## src/hw/rtl/msf_pkg.sv

```systemverilog
package msf_pkg;

	localparam int unsigned SampleW   = 12;
	localparam int unsigned LevelW    = 16;
	localparam int unsigned OffsetW   = 16;
	localparam int unsigned WeightW   = 8;
	localparam int unsigned AccW      = 32;
	localparam int unsigned CountW    = 8;
	localparam int unsigned CfgIndexW = 3;
	localparam int unsigned CfgDataW  = 16;
	localparam int unsigned SlowPeriod = 212;

	localparam logic [CountW-1:0] SlowLast = CountW'(SlowPeriod - 1);

	localparam logic [LevelW-1:0] MarkZero    = 16'd0;
	localparam logic [LevelW-1:0] MarkOne     = 16'd1;
	localparam logic [LevelW-1:0] MarkTop     = 16'd65535;
	localparam logic [LevelW-1:0] MarkTopLess = 16'd65534;

	localparam logic [CfgIndexW-1:0] RegPhaseOffset   = 3'd0;
	localparam logic [CfgIndexW-1:0] RegPhaseIir      = 3'd1;
	localparam logic [CfgIndexW-1:0] RegBatteryOffset = 3'd2;
	localparam logic [CfgIndexW-1:0] RegCurrentOffset = 3'd3;
	localparam logic [CfgIndexW-1:0] RegCurrentIir    = 3'd4;

	localparam logic [OffsetW-1:0] CurrentOffsetReset = 16'd2045;
	localparam logic [WeightW-1:0] CurrentIirReset    = 8'd20;

	typedef struct packed {
		logic [OffsetW-1:0] phase_offset;
		logic [WeightW-1:0] phase_iir;
		logic [OffsetW-1:0] battery_offset;
		logic [OffsetW-1:0] current_offset;
		logic [WeightW-1:0] current_iir;
	} cfg_t;

	typedef struct packed {
		logic               start;
		logic [LevelW-1:0]  level;
		logic [SampleW-1:0] sample;
		logic [OffsetW-1:0] offset;
		logic [WeightW-1:0] weight;
	} iir_req_t;

	typedef enum logic [2:0] {
		IIR_IDLE = 3'b001,
		IIR_MUL  = 3'b010,
		IIR_DIV  = 3'b100
	} iir_state_t;

	typedef enum logic [2:0] {
		ST_IDLE = 3'b001,
		ST_CALC = 3'b010,
		ST_HOLD = 3'b100
	} ctl_state_t;

endpackage

```

## src/hw/rtl/motor_sensor_filter_core.sv

```systemverilog
// Channel | Direction | Signals                          | Payload
// s       | in        | s_tvalid s_tready s_tdata        | three 12-bit samples
// m       | out       | m_tvalid m_tready m_tdata m_tuser | three 16-bit levels, slow flag
// cfg     | in        | cfg_valid cfg_ready              | cfg_index, cfg_data
//
// A word is taken only once the last one is in the output register. The work on
// it is the load, 8 multiply steps and 32 division steps in the two serial filter
// units, which run side by side, then taking the results and filling the output register.
// The output register holds a finished word while the next one is computed.
// arst_n clears the control state, levels, slow counter and output valid flag.
// While the output word stalls, one more word is taken and waits once computed;
// no further word is taken until the stalled word is out.
module motor_sensor_filter_core (
	input  logic                                 clk,
	input  logic                                 arst_n,
	input  logic                                 s_tvalid,
	output logic                                 s_tready,
	// phase_sample, battery_sample, current_sample, zero fill
	input  logic [39:0]                          s_tdata,
	output logic                                 m_tvalid,
	input  logic                                 m_tready,
	// phase_level, half_rail_level, current_level
	output logic [47:0]                          m_tdata,
	// slow_updated
	output logic [0:0]                           m_tuser,
	input  logic                                 cfg_valid,
	output logic                                 cfg_ready,
	input  logic [msf_pkg::CfgIndexW-1:0]        cfg_index,
	input  logic [msf_pkg::CfgDataW-1:0]         cfg_data
);
	import msf_pkg::*;

	cfg_t               cfg;
	ctl_state_t         state_q;
	logic [LevelW-1:0]  phase_q;
	logic [LevelW-1:0]  half_rail_q;
	logic [LevelW-1:0]  current_q;
	logic [CountW-1:0]  slow_count_q;
	logic               slow_q;
	logic               phase_filt_q;
	logic               m_tvalid_q;
	logic [47:0]        m_tdata_q;
	logic               m_tuser_q;

	logic [SampleW-1:0] ph_sample;
	logic [SampleW-1:0] bat_sample;
	logic [SampleW-1:0] cur_sample;
	logic               accept;
	logic               load_out;
	logic               slow_now;
	logic [LevelW-1:0]  hr_base;
	logic [LevelW-1:0]  hr_target;
	logic [LevelW-1:0]  hr_next;
	iir_req_t           ph_req;
	iir_req_t           cu_req;
	logic               ph_done;
	logic               cu_done;
	logic [LevelW-1:0]  ph_result;
	logic [LevelW-1:0]  cu_result;

	assign ph_sample  = s_tdata[11:0];
	assign bat_sample = s_tdata[23:12];
	assign cur_sample = s_tdata[35:24];

	assign s_tready  = state_q == ST_IDLE;
	assign accept    = s_tvalid && s_tready;
	assign load_out  = state_q == ST_HOLD && (!m_tvalid_q || m_tready);
	assign cfg_ready = 1'b1;
	assign slow_now  = slow_count_q == SlowLast;

	msf_cfg u_cfg (
		.clk      (clk),
		.arst_n   (arst_n),
		.wr_en    (cfg_valid && cfg_ready),
		.wr_index (cfg_index),
		.wr_data  (cfg_data),
		.cfg      (cfg)
	);

	assign ph_req.start  = accept;
	assign ph_req.level  = phase_q;
	assign ph_req.sample = ph_sample;
	assign ph_req.offset = cfg.phase_offset;
	assign ph_req.weight = cfg.phase_iir;

	assign cu_req.start  = accept;
	assign cu_req.level  = current_q;
	assign cu_req.sample = cur_sample;
	assign cu_req.offset = cfg.current_offset;
	assign cu_req.weight = cfg.current_iir;

	msf_iir u_phase_iir (
		.clk    (clk),
		.arst_n (arst_n),
		.req    (ph_req),
		.done   (ph_done),
		.result (ph_result)
	);

	msf_iir u_current_iir (
		.clk    (clk),
		.arst_n (arst_n),
		.req    (cu_req),
		.done   (cu_done),
		.result (cu_result)
	);

	always_comb begin
		hr_base   = (half_rail_q == '0) ? {{(LevelW-SampleW){1'b0}}, bat_sample} : half_rail_q;
		hr_target = {{(LevelW-SampleW){1'b0}}, bat_sample} + cfg.battery_offset;
		priority if (hr_target > hr_base) begin
			hr_next = hr_base + 16'd1;
		end else if (hr_target < hr_base) begin
			hr_next = hr_base - 16'd1;
		end else begin
			hr_next = hr_base;
		end
	end

	always_ff @(posedge clk or negedge arst_n) begin
		if (!arst_n) begin
			state_q      <= ST_IDLE;
			phase_q      <= '0;
			half_rail_q  <= '0;
			current_q    <= '0;
			slow_count_q <= '0;
			slow_q       <= 1'b0;
			phase_filt_q <= 1'b0;
			m_tvalid_q   <= 1'b0;
		end else begin
			if (load_out) begin
				m_tvalid_q <= 1'b1;
			end else if (m_tready) begin
				m_tvalid_q <= 1'b0;
			end
			unique case (state_q)
				ST_IDLE: begin
					if (accept) begin
						state_q      <= ST_CALC;
						slow_q       <= slow_now;
						priority if (phase_q == MarkZero) begin
							phase_q      <= MarkOne;
							phase_filt_q <= 1'b0;
						end else if (phase_q == MarkOne) begin
							phase_q      <= {{(LevelW-SampleW){1'b0}}, ph_sample};
							phase_filt_q <= 1'b0;
						end else if (phase_q == MarkTop) begin
							phase_q      <= MarkTopLess;
							phase_filt_q <= 1'b0;
						end else if (phase_q == MarkTopLess) begin
							phase_q      <= {{(LevelW-SampleW){1'b0}}, ph_sample};
							phase_filt_q <= 1'b0;
						end else begin
							phase_filt_q <= 1'b1;
						end
						if (slow_now) begin
							slow_count_q <= '0;
							half_rail_q  <= hr_next;
						end else begin
							slow_count_q <= slow_count_q + 8'd1;
						end
					end
				end
				ST_CALC: begin
					if (ph_done) begin
						state_q <= ST_HOLD;
						if (phase_filt_q) begin
							phase_q <= ph_result;
						end
						if (slow_q) begin
							current_q <= cu_result;
						end
					end
				end
				ST_HOLD: begin
					if (load_out) begin
						state_q <= ST_IDLE;
					end
				end
				default: state_q <= ST_IDLE;
			endcase
		end
	end

	always_ff @(posedge clk) begin
		if (load_out) begin
			m_tdata_q <= {current_q, half_rail_q, phase_q};
			m_tuser_q <= slow_q;
		end
	end

	assign m_tvalid   = m_tvalid_q;
	assign m_tdata    = m_tdata_q;
	assign m_tuser[0] = m_tuser_q;

	a_accept_starts: assert property (@(posedge clk) disable iff (!arst_n)
		accept |=> state_q == ST_CALC)
		else $error("accepted word did not start the filter units");

	a_done_in_calc: assert property (@(posedge clk) disable iff (!arst_n)
		ph_done |-> state_q == ST_CALC)
		else $error("filter result arrived outside the compute phase");

	a_units_aligned: assert property (@(posedge clk) disable iff (!arst_n)
		ph_done == cu_done)
		else $error("phase and current units finished apart");

	a_slow_count: assert property (@(posedge clk) disable iff (!arst_n)
		(state_q == ST_HOLD && slow_q) |-> slow_count_q == '0)
		else $error("slow update without the counter restarting");

endmodule

```

## src/hw/rtl/msf_cfg.sv

```systemverilog
module msf_cfg (
	input  logic                            clk,
	input  logic                            arst_n,
	input  logic                            wr_en,
	input  logic [msf_pkg::CfgIndexW-1:0]   wr_index,
	input  logic [msf_pkg::CfgDataW-1:0]    wr_data,
	output msf_pkg::cfg_t                   cfg
);
	import msf_pkg::*;

	cfg_t cfg_q;

	always_ff @(posedge clk or negedge arst_n) begin
		if (!arst_n) begin
			cfg_q.phase_offset   <= '0;
			cfg_q.phase_iir      <= '0;
			cfg_q.battery_offset <= '0;
			cfg_q.current_offset <= CurrentOffsetReset;
			cfg_q.current_iir    <= CurrentIirReset;
		end else if (wr_en) begin
			unique case (wr_index)
				RegPhaseOffset:   cfg_q.phase_offset   <= wr_data;
				RegPhaseIir:      cfg_q.phase_iir      <= wr_data[WeightW-1:0];
				RegBatteryOffset: cfg_q.battery_offset <= wr_data;
				RegCurrentOffset: cfg_q.current_offset <= wr_data;
				RegCurrentIir:    cfg_q.current_iir    <= wr_data[WeightW-1:0];
				default: ;
			endcase
		end
	end

	assign cfg = cfg_q;

endmodule

```

## src/hw/rtl/msf_iir.sv

```systemverilog
module msf_iir (
	input  logic                          clk,
	input  logic                          arst_n,
	input  msf_pkg::iir_req_t             req,
	output logic                          done,
	output logic [msf_pkg::LevelW-1:0]    result
);
	import msf_pkg::*;

	// The product is built one weight bit per cycle, then the quotient is
	// produced one bit per cycle by restoring division.

	iir_state_t          state_q;
	logic [AccW-1:0]     acc_q;
	logic [AccW-1:0]     mcand_q;
	logic [WeightW-1:0]  weight_q;
	logic [WeightW:0]    divisor_q;
	logic [WeightW:0]    rem_q;
	logic [LevelW-1:0]   quo_q;
	logic [4:0]          cnt_q;
	logic                done_q;

	logic [WeightW+1:0]  trial;
	logic [WeightW+1:0]  diff;
	logic                fits;

	assign trial = {rem_q, acc_q[AccW-1]};
	assign diff  = trial - {1'b0, divisor_q};
	assign fits  = trial >= {1'b0, divisor_q};

	always_ff @(posedge clk or negedge arst_n) begin
		if (!arst_n) begin
			state_q <= IIR_IDLE;
			cnt_q   <= '0;
			done_q  <= 1'b0;
		end else begin
			done_q <= (state_q == IIR_DIV) && (cnt_q == 5'd31);
			unique case (state_q)
				IIR_IDLE: begin
					if (req.start) begin
						state_q <= IIR_MUL;
						cnt_q   <= '0;
					end
				end
				IIR_MUL: begin
					if (cnt_q[2:0] == 3'd7) begin
						state_q <= IIR_DIV;
						cnt_q   <= '0;
					end else begin
						cnt_q <= cnt_q + 5'd1;
					end
				end
				IIR_DIV: begin
					cnt_q <= cnt_q + 5'd1;
					if (cnt_q == 5'd31) begin
						state_q <= IIR_IDLE;
					end
				end
				default: state_q <= IIR_IDLE;
			endcase
		end
	end

	always_ff @(posedge clk) begin
		unique case (state_q)
			IIR_IDLE: begin
				if (req.start) begin
					acc_q     <= {{(AccW-SampleW){1'b0}}, req.sample}
						+ {{(AccW-OffsetW){req.offset[OffsetW-1]}}, req.offset};
					mcand_q   <= {{(AccW-LevelW){1'b0}}, req.level};
					weight_q  <= req.weight;
					divisor_q <= {1'b0, req.weight} + 9'd1;
				end
			end
			IIR_MUL: begin
				if (weight_q[0]) begin
					acc_q <= acc_q + mcand_q;
				end
				mcand_q  <= {mcand_q[AccW-2:0], 1'b0};
				weight_q <= {1'b0, weight_q[WeightW-1:1]};
				rem_q    <= '0;
			end
			IIR_DIV: begin
				if (fits) begin
					rem_q <= diff[WeightW:0];
				end else begin
					rem_q <= trial[WeightW:0];
				end
				acc_q <= {acc_q[AccW-2:0], 1'b0};
				quo_q <= {quo_q[LevelW-2:0], fits};
			end
			default: ;
		endcase
	end

	assign done   = done_q;
	assign result = quo_q;

endmodule

```

## config.mk

```make
export PLATFORM = sky130hd
export DESIGN_NAME = motor_sensor_filter_core
export DESIGN_NICKNAME = d
export VERILOG_FILES = /design/src/hw/rtl/msf_pkg.sv /design/src/hw/rtl/motor_sensor_filter_core.sv /design/src/hw/rtl/msf_cfg.sv /design/src/hw/rtl/msf_iir.sv
export SDC_FILE = /design/constraint.sdc
export NUM_CORES = 1
export LEC_CHECK = 0
export ABC_AREA = 1
export BUFFER_PORTS_ARGS = -buffer_cell sky130_fd_sc_hd__buf_2
export CAP_MARGIN = 10
export CORE_ASPECT_RATIO = 0.7
export CORE_MARGIN = 1.5
export CORE_UTILIZATION = 30
export DETAILED_ROUTE_END_ITERATION = 8
export SLEW_MARGIN = 40
export SYNTH_ARGS = -nofsm -noshare
export SYNTH_HDL_FRONTEND = slang
export SYNTH_SLANG_ARGS = --single-unit
```

## constraint.sdc

```tcl
create_clock -name clk -period 4.1 [get_ports clk]
set_input_delay 0.615 -clock clk [delete_from_list [all_inputs] [get_ports clk]]
set_output_delay 0.615 -clock clk [all_outputs]
set_load 0.005 [all_outputs]
```

======== Word level (Yosys, flattened, before mapping) ========
Cells that the tools add are included.
storage, ports and cells
  word-level logic and storage cells ...... 171
  output and inout bits ................... 52
  bits in registers ....................... 404
  input bits .............................. 64
cells by class
  magnitude comparators ................... 4
  reductions and logical operators ........ 36
  muxes and demuxes ....................... 51
  equal/unequal tests ..................... 34
  add/subtract/negate cells ............... 14
operators with widths
  operator                 number
  $mux W32                 6
  $pmux W32 S3             2
  $mux W16                 10
  $pmux W32 S2             2
  $add A32 B32 Y32         2
  $pmux W9 S2              2
  $add A13 B16 Y17         2
  $eq A16 B16 Y1 const B   2
  $logic_not A16 Y1        2
  $pmux W16 S2             1
  $pmux W8 S2              2
  $pmux W5 S3              2
  $pmux W3 S3              3
  $mux W8                  3
  $reduce_and A2 Y1        12
  $mux W3                  7
  $reduce_and A3 Y1        7
  $ge A10 B9 Y1            2
  $add A8 B1 Y9 const B    2
  $eq A3 B3 Y1 const B     6
  $mux W9                  2
  $sub A9 B9 Y9            2
  $add A12 B16 Y16         1
  $add A16 B1 Y16 const B  1
  22 further kinds         56

======== Logic depth before layout (Yosys ltp) ========
Gate-level depths: netlist of run 1.
  depth after elaboration ................. 7
  mapped depth ............................ 25
  gate-level depth less buffers ........... 25

======== Modules after synthesis ========
Synthesis of run 1 repeated with hierarchy kept, for this count alone.
second synthesis, totals
  cell total of the unflattened synthesis .. 3,229
  area total of the unflattened synthesis .. 25,675.9 µm²
modules (own cells, without submodules)
  module                    times used  area an instance (µm²)  cells an instance
  msf_iir at u_current_iir  1           8,359.3                 1,122
  msf_iir at u_phase_iir    1           8,351.8                 1,116
  motor_sensor_filter_core  1           6,329.8                 705
  msf_cfg                   1           2,635.0                 286

======== Least setup slack after synthesis of run 1 ========
No wires, ideal clock.
  path type ............................... input-to-reg
  start point ............................. input s_tdata[12]
  end point ............................... register half_rail_q[11]
  required time ........................... 3.983 ns
  setup time .............................. 0.117 ns
  slack ................................... 0.408 ns
  stages on the path ...................... 22
  arrival time ............................ 3.575 ns
  cell sequence ........................... ha_1 -> inv_1 -> fa_1 -> nor4_1 -> nor2_1 -> o21ai_0 -> nand2_1 -> a21oi_1 -> xor2_1 -> ha_1 -> nand2_1 -> inv_1 -> nand2_1 -> nor3_1 -> nand2_1 -> a21oi_1 -> buf_4 -> nand3_1 -> nand2_1 -> nand2_1 -> nand3_1 -> nand2_1
between the ends
  cells in the longest elaborated chain, start to end .. 4
ends and longest elaborated chain
  element                                                   RTL line                                                          text
  from (decl)                                               motor_sensor_filter_core.sv:19                                    input logic [39:0] s_tdata,
  $add A12 B16 Y16 / $mux W16 (equally long branches)       motor_sensor_filter_core.sv:110, motor_sensor_filter_core.sv:109
  $lt A16 B16 Y1 / $sub A16 B1 Y16 (equally long branches)  motor_sensor_filter_core.sv:113, motor_sensor_filter_core.sv:114
  $mux W16                                                  motor_sensor_filter_core.sv:113                                   end else if (hr_target < hr_base) begin
  $mux W16 (*)                                              motor_sensor_filter_core.sv:111                                   priority if (hr_target > hr_base) begin
  to (signal assigned)                                      motor_sensor_filter_core.sv:158                                   half_rail_q <= hr_next;
  to (decl)                                                 motor_sensor_filter_core.sv:36                                    logic [LevelW-1:0] half_rail_q;
Mark *: on every way between the ends. The rest lies on a longest branch, timed or not.
A chain may end at the register's enable or synchronous reset.

======== Worst setup path in the final report of run 1 ========
  start point ............................. register u_cfg.cfg_q (netlist bit u_cfg.cfg[24])
  end point ............................... register half_rail_q[13]
between the ends
  cells in the longest elaborated chain, start to end .. 4
ends and longest elaborated chain
  element               RTL line                         text
  from (decl)           msf_cfg.sv:11                    cfg_t cfg_q;
  $add A12 B16 Y16 (*)  motor_sensor_filter_core.sv:110  hr_target = {{(LevelW-SampleW){1'b0}}, bat_sample} + cfg.battery_offset;
  $lt A16 B16 Y1        motor_sensor_filter_core.sv:113
  $mux W16              motor_sensor_filter_core.sv:113
  $mux W16 (*)          motor_sensor_filter_core.sv:111
Marks and branches as above.

==> run_results.csv, run 1 <==
group,metric,value,unit
clock_tree,cts_tree,"built",
setup_path,critical_path.most_common_cell,"nand2_1",
power_and_ir_drop,leakagePower,11.77,nW
worst_hold_path,whs_path_depth,2,
setup_path,cp_slowest_cell,"fa_1",
die,placementRows,85,
worst_hold_path,whs_endpoint,"m_tvalid",
setup_path,worstSetupPathType,"reg -> reg",
logic_synthesis,yosysWarnings,0,
layout,finalInstanceArea,26940,um2
timing,clock_skew,0.02549,ns
global_routing,antenna_found_initial,11,
placement,dpl.cell_count,3814,
timing,relSlewSlack,49.37,%
setup_path,reg2reg_to,"half_rail_q[13]",
setup_path,cp.required,4.59,ns
setup_path,cp_cell_sequence,"ha_1 > inv_1 > fa_1 > nor4_1 > nor2_1 > o21ai_0 > nand2_1 > a21oi_1 > xor2_1 > ha_1 > nand2_1 > inv_1 > nand2_1 > a21oi_1 > nor2_1 > nand2_1 > buf_4 > nor2_1 > nand3_1 > nand2_1 > nand2_1 > nand2_1 > nand2_1",
logic_synthesis,syn-cell-area,23420,um2
placement,preCtsSetupSlack,-0.01416,ns
die,die_h,236.8,um
global_routing,grt.total_usage,15.66,%
timing,finalSetupViolations,0,
clock_tree,htreeDepth,2,
timing,worst_pin_slew,0.7573,ns
placement,gp_congestion,0.9363,
routing,drtIter0Drc,1415,
routing,wl,62.23,mm
logic_synthesis,synth-seq-area-share,48.83,%
placement,postPlaceCellArea,25320,um2
routing,routed_via_density,4.791,
setup_path,slowest_delay,0.43,ns
worst_hold_path,hold_class,"in -> reg",
timing,fmax,0.2690,GHz
status,status,"finished, final reports clean",
global_routing,grt_pass1_vias,17470,
clock_tree,clock_sinks,404,
setup_path,worstReg2RegStart,"u_cfg.cfg[24]",
die,io_pins,116,
clock_tree,clk_pin_slew,0.06,ns
logic_synthesis,yosysUniqueCellTypes,61,
logic_synthesis,syn-num-nets,2903,
timing,hold_violations,0,
routing,final_antenna_net_count,0,
layout,fin_util,34.93,%
logic_synthesis,synthArstFlopShare,35.40,%
layout,final_cell_mix,"nand2_1, inv_1, edfxtp_1",
routing,remaining_drc_errors,0,
die,core,77110,um2
logic_synthesis,avgSynthCellArea,8.709,um2
setup_path,crit_path_end_kind,"flip-flop",
timing,post-route-period-util,90.65,%
layout,layout_commonest_cell,"nand2_1",
clock_tree,clk_latency,0.60,ns
logic_synthesis,synth_top_area_share,33.47,%
setup_path,reg2reg_setup_slack,0.38,ns
routing,dr_total_vias,18710,
global_routing,grt_pass1_wl,98.77,mm
global_routing,grt_start_max_net_pins,76,
die,start_util,30.37,%
clock_tree,clk_path_buf_depth,3,
run,drv_cap,0,
timing,period_needed,3.717,ns
routing,wl_per_cell,15.94,um
setup_path,ff2ff_path_depth,23,
layout,fillCellCount,7858,
layout,drive_above_1_share,11.34,%
setup_path,critPathLaunchType,"flip-flop",
layout,area_growth,15.02,%
clock_tree,cts_buffers,45,
logic_synthesis,synthTopCellsByArea,"edfxtp_1, dfrtp_1, nand2_1",
timing,slew_violations,0,
timing,fin_ws,0.3832,ns
setup_path,path_max_fanout,4,
die,dieArea,79770,um2
logic_synthesis,synth-edff-count,261,
layout,num-nets-final,3033,
clock_tree,cts_root_buf,"clkbuf_16",
timing,rsz0062_at_grt,"no",
layout,finalNonFillerCells,3904,
power_and_ir_drop,power.density,682.2,nW/um2
clock_tree,post_cts_buffers,0,
placement,port_buffers,110,
setup_path,crit_family,"simple AND/OR/NAND/NOR gates",
power_and_ir_drop,ir_worst_vdd,354.1,uV
timing,holdWs,0.2147,ns
logic_synthesis,synth-main-ff-cell,"edfxtp_1",
die,fp.dieW,336.9,um
setup_path,worst-endpoint-arrival,4.21,ns
logic_synthesis,syn_inst,2689,
placement,dpl.hpwl,46.57,mm
setup_path,critPathBufInv,3,
global_routing,grt_remaining_overflow,0,
logic_synthesis,yosysTopAreaCell,"edfxtp_1",
worst_hold_path,hold_start,"m_tready",
routing,dr.pass1.iters,6,
logic_synthesis,ys_ff_latch,404,
==> cell type report <==
type                       instances  area (um2)  share of cell area (%)
antenna                            4       10.01                 0.03716
clock buffer                      67        1299                   4.822
clock inverter                    17       264.0                  0.9801
inverter                         290        1091                   4.051
multi-input combinational       1934       10680                   39.66
sequential                       404       11430                   42.45
tap                             1044        1306                   4.849
timing repair buffer             144       847.1                   3.145
==> synthesized netlist by cell type (23+ instances only) <==
cell type    n
nor2_1     223
nand4_1     23
nand2_1    653
clkbuf_1    43
a21oi_1    193
xor2_1      33
nor3_1      32
o21ai_0    220
inv_1      281
ha_1       143
nand3_1    168
edfxtp_1   261
dfrtp_1    128
==> registers in the layout, summed over array words and instances (netlist names), 32 cells and up <==
register / cells
u_phase_iir.mcand_q: 32
u_current_iir.acc_q: 32
u_phase_iir.acc_q: 32
u_cfg.cfg: 64
u_current_iir.mcand_q: 32
m_tdata: 48
==> kinds of logic after synthesis <==
logic type	count (synthesis)	synth area share, %
simple gates	1183	21.65
fa+ha+maj	150	8.238
mux	16	0.7693
buf+inv	351	5.850
flops	404	48.83
xor+xnor	54	2.020
compound gates	530	12.63
other cells	1	0.01601
==> through the flow <==
step           power [mW]  setup TNS (ns)
6_report            18.37               0
5_1_grt             19.77               0
4_1_cts             18.37               0
3_5_place_dp        14.00        -0.01416
3_3_place_gp        13.89               0
2_1_floorplan       11.84               0
==> what timing repair did <==
| item | in CTS | in global routing |
|---|---|---|
| setup endpoints to repair | 0 | 2 |
| hold buffers | 0 | 1 |
| hold endpoints to repair | 0 | 25 |
| resized for setup | 0 | 3 |
==> worst max path at each step <==
stage	start	depth (start not counted)	slack [ns]	end
finish	u_cfg.cfg[24]	23	0.38	half_rail_q[13]
global route	u_cfg.cfg[24]	23	0.01	half_rail_q[15]
CTS	u_cfg.cfg[24]	20	0.39	half_rail_q[14]
detailed placement	s_tdata[12]	21	-0.01	half_rail_q[14]
global placement	s_tdata[12]	24	0.02	half_rail_q[14]
floorplan	s_tdata[12]	22	0.41	half_rail_q[11]
==> routing by layer <==
layer  track usage (%)  vias to the layer above  share of wire, %
met1             24.83                     8705                53
li1                  -                     9438                 -
met2             21.09                      487                38
met5                 0                        -             0.085
met4             3.604                        8               1.6
met3             3.448                       68               7.3
==> power by group <==
group	switching, mW	total [mW]	internal [mW]
Combinational	5.10	7.63	2.53
Clock	1.72	4.30	2.58
Sequential	0.685	6.45	5.76
Total	7.50	18.4	10.9
==> worst reg2reg max path, delay by kind of cell, from the launching register on <==
family / cells / cell delay, ns
buffers and inverters: 3 / 0.27
flip-flops: 1 / 0.36
adder cells (fa/ha/maj): 3 / 0.85
AO/OA/AOI/OAI: 3 / 0.44
XOR/XNOR: 1 / 0.17
AND/OR/NAND/NOR: 13 / 1.53
Note: power is estimated with default switching activity, not from simulation.
==> inputs of run 2 (changes only) <==
==> constraint.sdc (replaced) <==
create_clock -name clk -period 4.1 [get_ports clk]
set_input_delay 0.41 -clock clk [delete_from_list [all_inputs] [get_ports clk]]
set_output_delay 0.41 -clock clk [all_outputs]
set_load 0.005 [all_outputs]
==> run_results.csv, run 2 (same netlist as run 1, synthesis figures left out) <==
group,metric,value,unit
status,status,"finished, final reports clean",
layout,largest_reg_flops,64,
timing,clock_skew,0.02073,ns
layout,layout_commonest_cell,"nand2_1",
run,drv_cap,0,
die,placementRows,85,
timing,holdWs,0.1130,ns
setup_path,cp_cell_sequence,"ha_1 > nand3_1 > nand2_1 > nand2_1 > a21oi_1 > a31oi_1 > o21ai_0 > nand2_1 > nand3_1 > nand2_1 > ha_1 > nand2_1 > inv_1 > nand2_1 > nor4_2 > inv_1 > nand2_1 > o21ai_0 > nor2_2 > nand2_1 > nand2_1 > nand2_1",
timing,rsz0062_at_grt,"no",
setup_path,critPathLaunchType,"flip-flop",
global_routing,grt_pass1_vias,17410,
timing,hold_violations,0,
routing,remaining_drc_errors,0,
layout,drive_above_1_share,11.35,%
timing,relSlewSlack,48.41,%
setup_path,critical_path.most_common_cell,"nand2_1",
worst_hold_path,hold_class,"in -> reg",
routing,routed_via_density,4.801,
power_and_ir_drop,power.density,680.3,nW/um2
global_routing,grt_remaining_overflow,0,
routing,dr.pass1.iters,5,
routing,drtIter0Drc,1810,
timing,worst_pin_slew,0.7718,ns
layout,final_cell_mix,"nand2_1, inv_1, edfxtp_1",
layout,finalNonFillerCells,3900,
timing,fmax,0.2683,GHz
routing,wl,62.23,mm
clock_tree,cts_tree,"built",
die,die_h,236.8,um
timing,tns,0,ns
power_and_ir_drop,p_total,18.28,mW
setup_path,critPathBufInv,2,
timing,post-route-period-util,90.92,%
layout,num-nets-final,3031,
placement,dpl.hpwl,46.25,mm
die,dieArea,79770,um2
clock_tree,clk_path_buf_depth,3,
setup_path,cp.required,4.58,ns
placement,dpl.cell_count,3812,
routing,final_antenna_net_count,0,
layout,fillCellCount,7867,
global_routing,grt.total_usage,15.61,%
setup_path,slowest_delay,0.39,ns
setup_path,path_max_fanout,8,
clock_tree,clk_pin_slew,0.06,ns
power_and_ir_drop,leakagePower,11.76,nW
power_and_ir_drop,ir_worst_vdd,272.9,uV
timing,period_needed,3.728,ns
clock_tree,htreeDepth,2,
clock_tree,clk_latency,0.60,ns
global_routing,antenna_found_initial,14,
timing,slew_violations,0,
clock_tree,cts_root_buf,"clkbuf_16",
timing,finalSetupViolations,0,
placement,port_buffers,110,
die,io_pins,116,
clock_tree,post_cts_buffers,0,
setup_path,crit_family,"simple AND/OR/NAND/NOR gates",
routing,dr_total_vias,18720,
setup_path,worst-endpoint-arrival,4.21,ns
setup_path,crit_path_end_kind,"flip-flop",
placement,gp_congestion,0.9324,
timing,fin_ws,0.3724,ns
setup_path,worstSetupPathType,"reg -> reg",
global_routing,grt_pass1_wl,98.81,mm
placement,preCtsSetupSlack,0.1916,ns
placement,postPlaceCellArea,25290,um2
layout,fin_util,34.86,%
routing,wl_per_cell,15.96,um
setup_path,cp_slowest_cell,"dfrtp_1",
global_routing,grt_start_max_net_pins,86,
layout,finalInstanceArea,26880,um2
clock_tree,clock_sinks,404,
clock_tree,cts_buffers,45,
die,core,77110,um2
layout,area_growth,14.76,%
die,start_util,30.37,%
die,fp.dieW,336.9,um
run 2: worst reg2reg max path: stages, from the launching register on:
cell and delay (ns):
dfrtp_1 0.39, ha_1 0.35, nand3_1 0.11, nand2_1 0.08
nand2_1 0.06, a21oi_1 0.20, a31oi_1 0.16, o21ai_0 0.30
nand2_1 0.12, nand3_1 0.08, nand2_1 0.09, ha_1 0.30
nand2_1 0.05, inv_1 0.06, nand2_1 0.08, nor4_2 0.39
inv_1 0.07, nand2_1 0.26, o21ai_0 0.16, nor2_2 0.14
nand2_1 0.06, nand2_1 0.06, nand2_1 0.04
run 2: cell type report:
type	count	area [um2]	area share [%]
Antenna cell	2	5.005	0.01862
Clock buffer	61	1289	4.795
Clock inverter	23	267.8	0.9963
Inverter	290	1091	4.060
Multi-Input combinational cell	1934	10680	39.73
Sequential cell	404	11430	42.55
Tap cell	1044	1306	4.860
Timing Repair Buffer	142	805.8	2.998
run 2: power by group:
part	leakage, nW	switching [mW]	internal [mW]
clock network	0.767	1.78	2.49
logic	6.75	5.08	2.50
registers	4.24	0.673	5.76
total	11.8	7.54	10.7
run 2: final timing paths:
check,from,end,slack (ns),cells after the start
max reg2reg,u_cfg.cfg[26],half_rail_q[14],0.37,22
min in group asynchronous,arst_n,current_q[3],0.41,2
max in group asynchronous,arst_n,u_cfg.cfg[4],2.76,3
max,u_cfg.cfg[26],half_rail_q[14],0.37,22
min,s_tdata[4],phase_q[4],0.11,3
min reg2reg,u_phase_iir.result[8],u_phase_iir.result[9],0.45,0
run 2: metal layers:
layer / track usage (%) / vias to the layer above / share of wire, %
met5: 0 / - / 0.077
li1: - / 9443 / -
met2: 20.73 / 473 / 38
met4: 2.771 / 8 / 1.4
met3: 3.587 / 71 / 7.5
met1: 25.24 / 8727 / 53
run 2: repair_timing:
action | CTS | global route
resized for setup | 0 | 1
hold buffers | 2 | 0
endpoints found under the hold margin | 82 | 0
endpoints found under the setup margin | 0 | 5
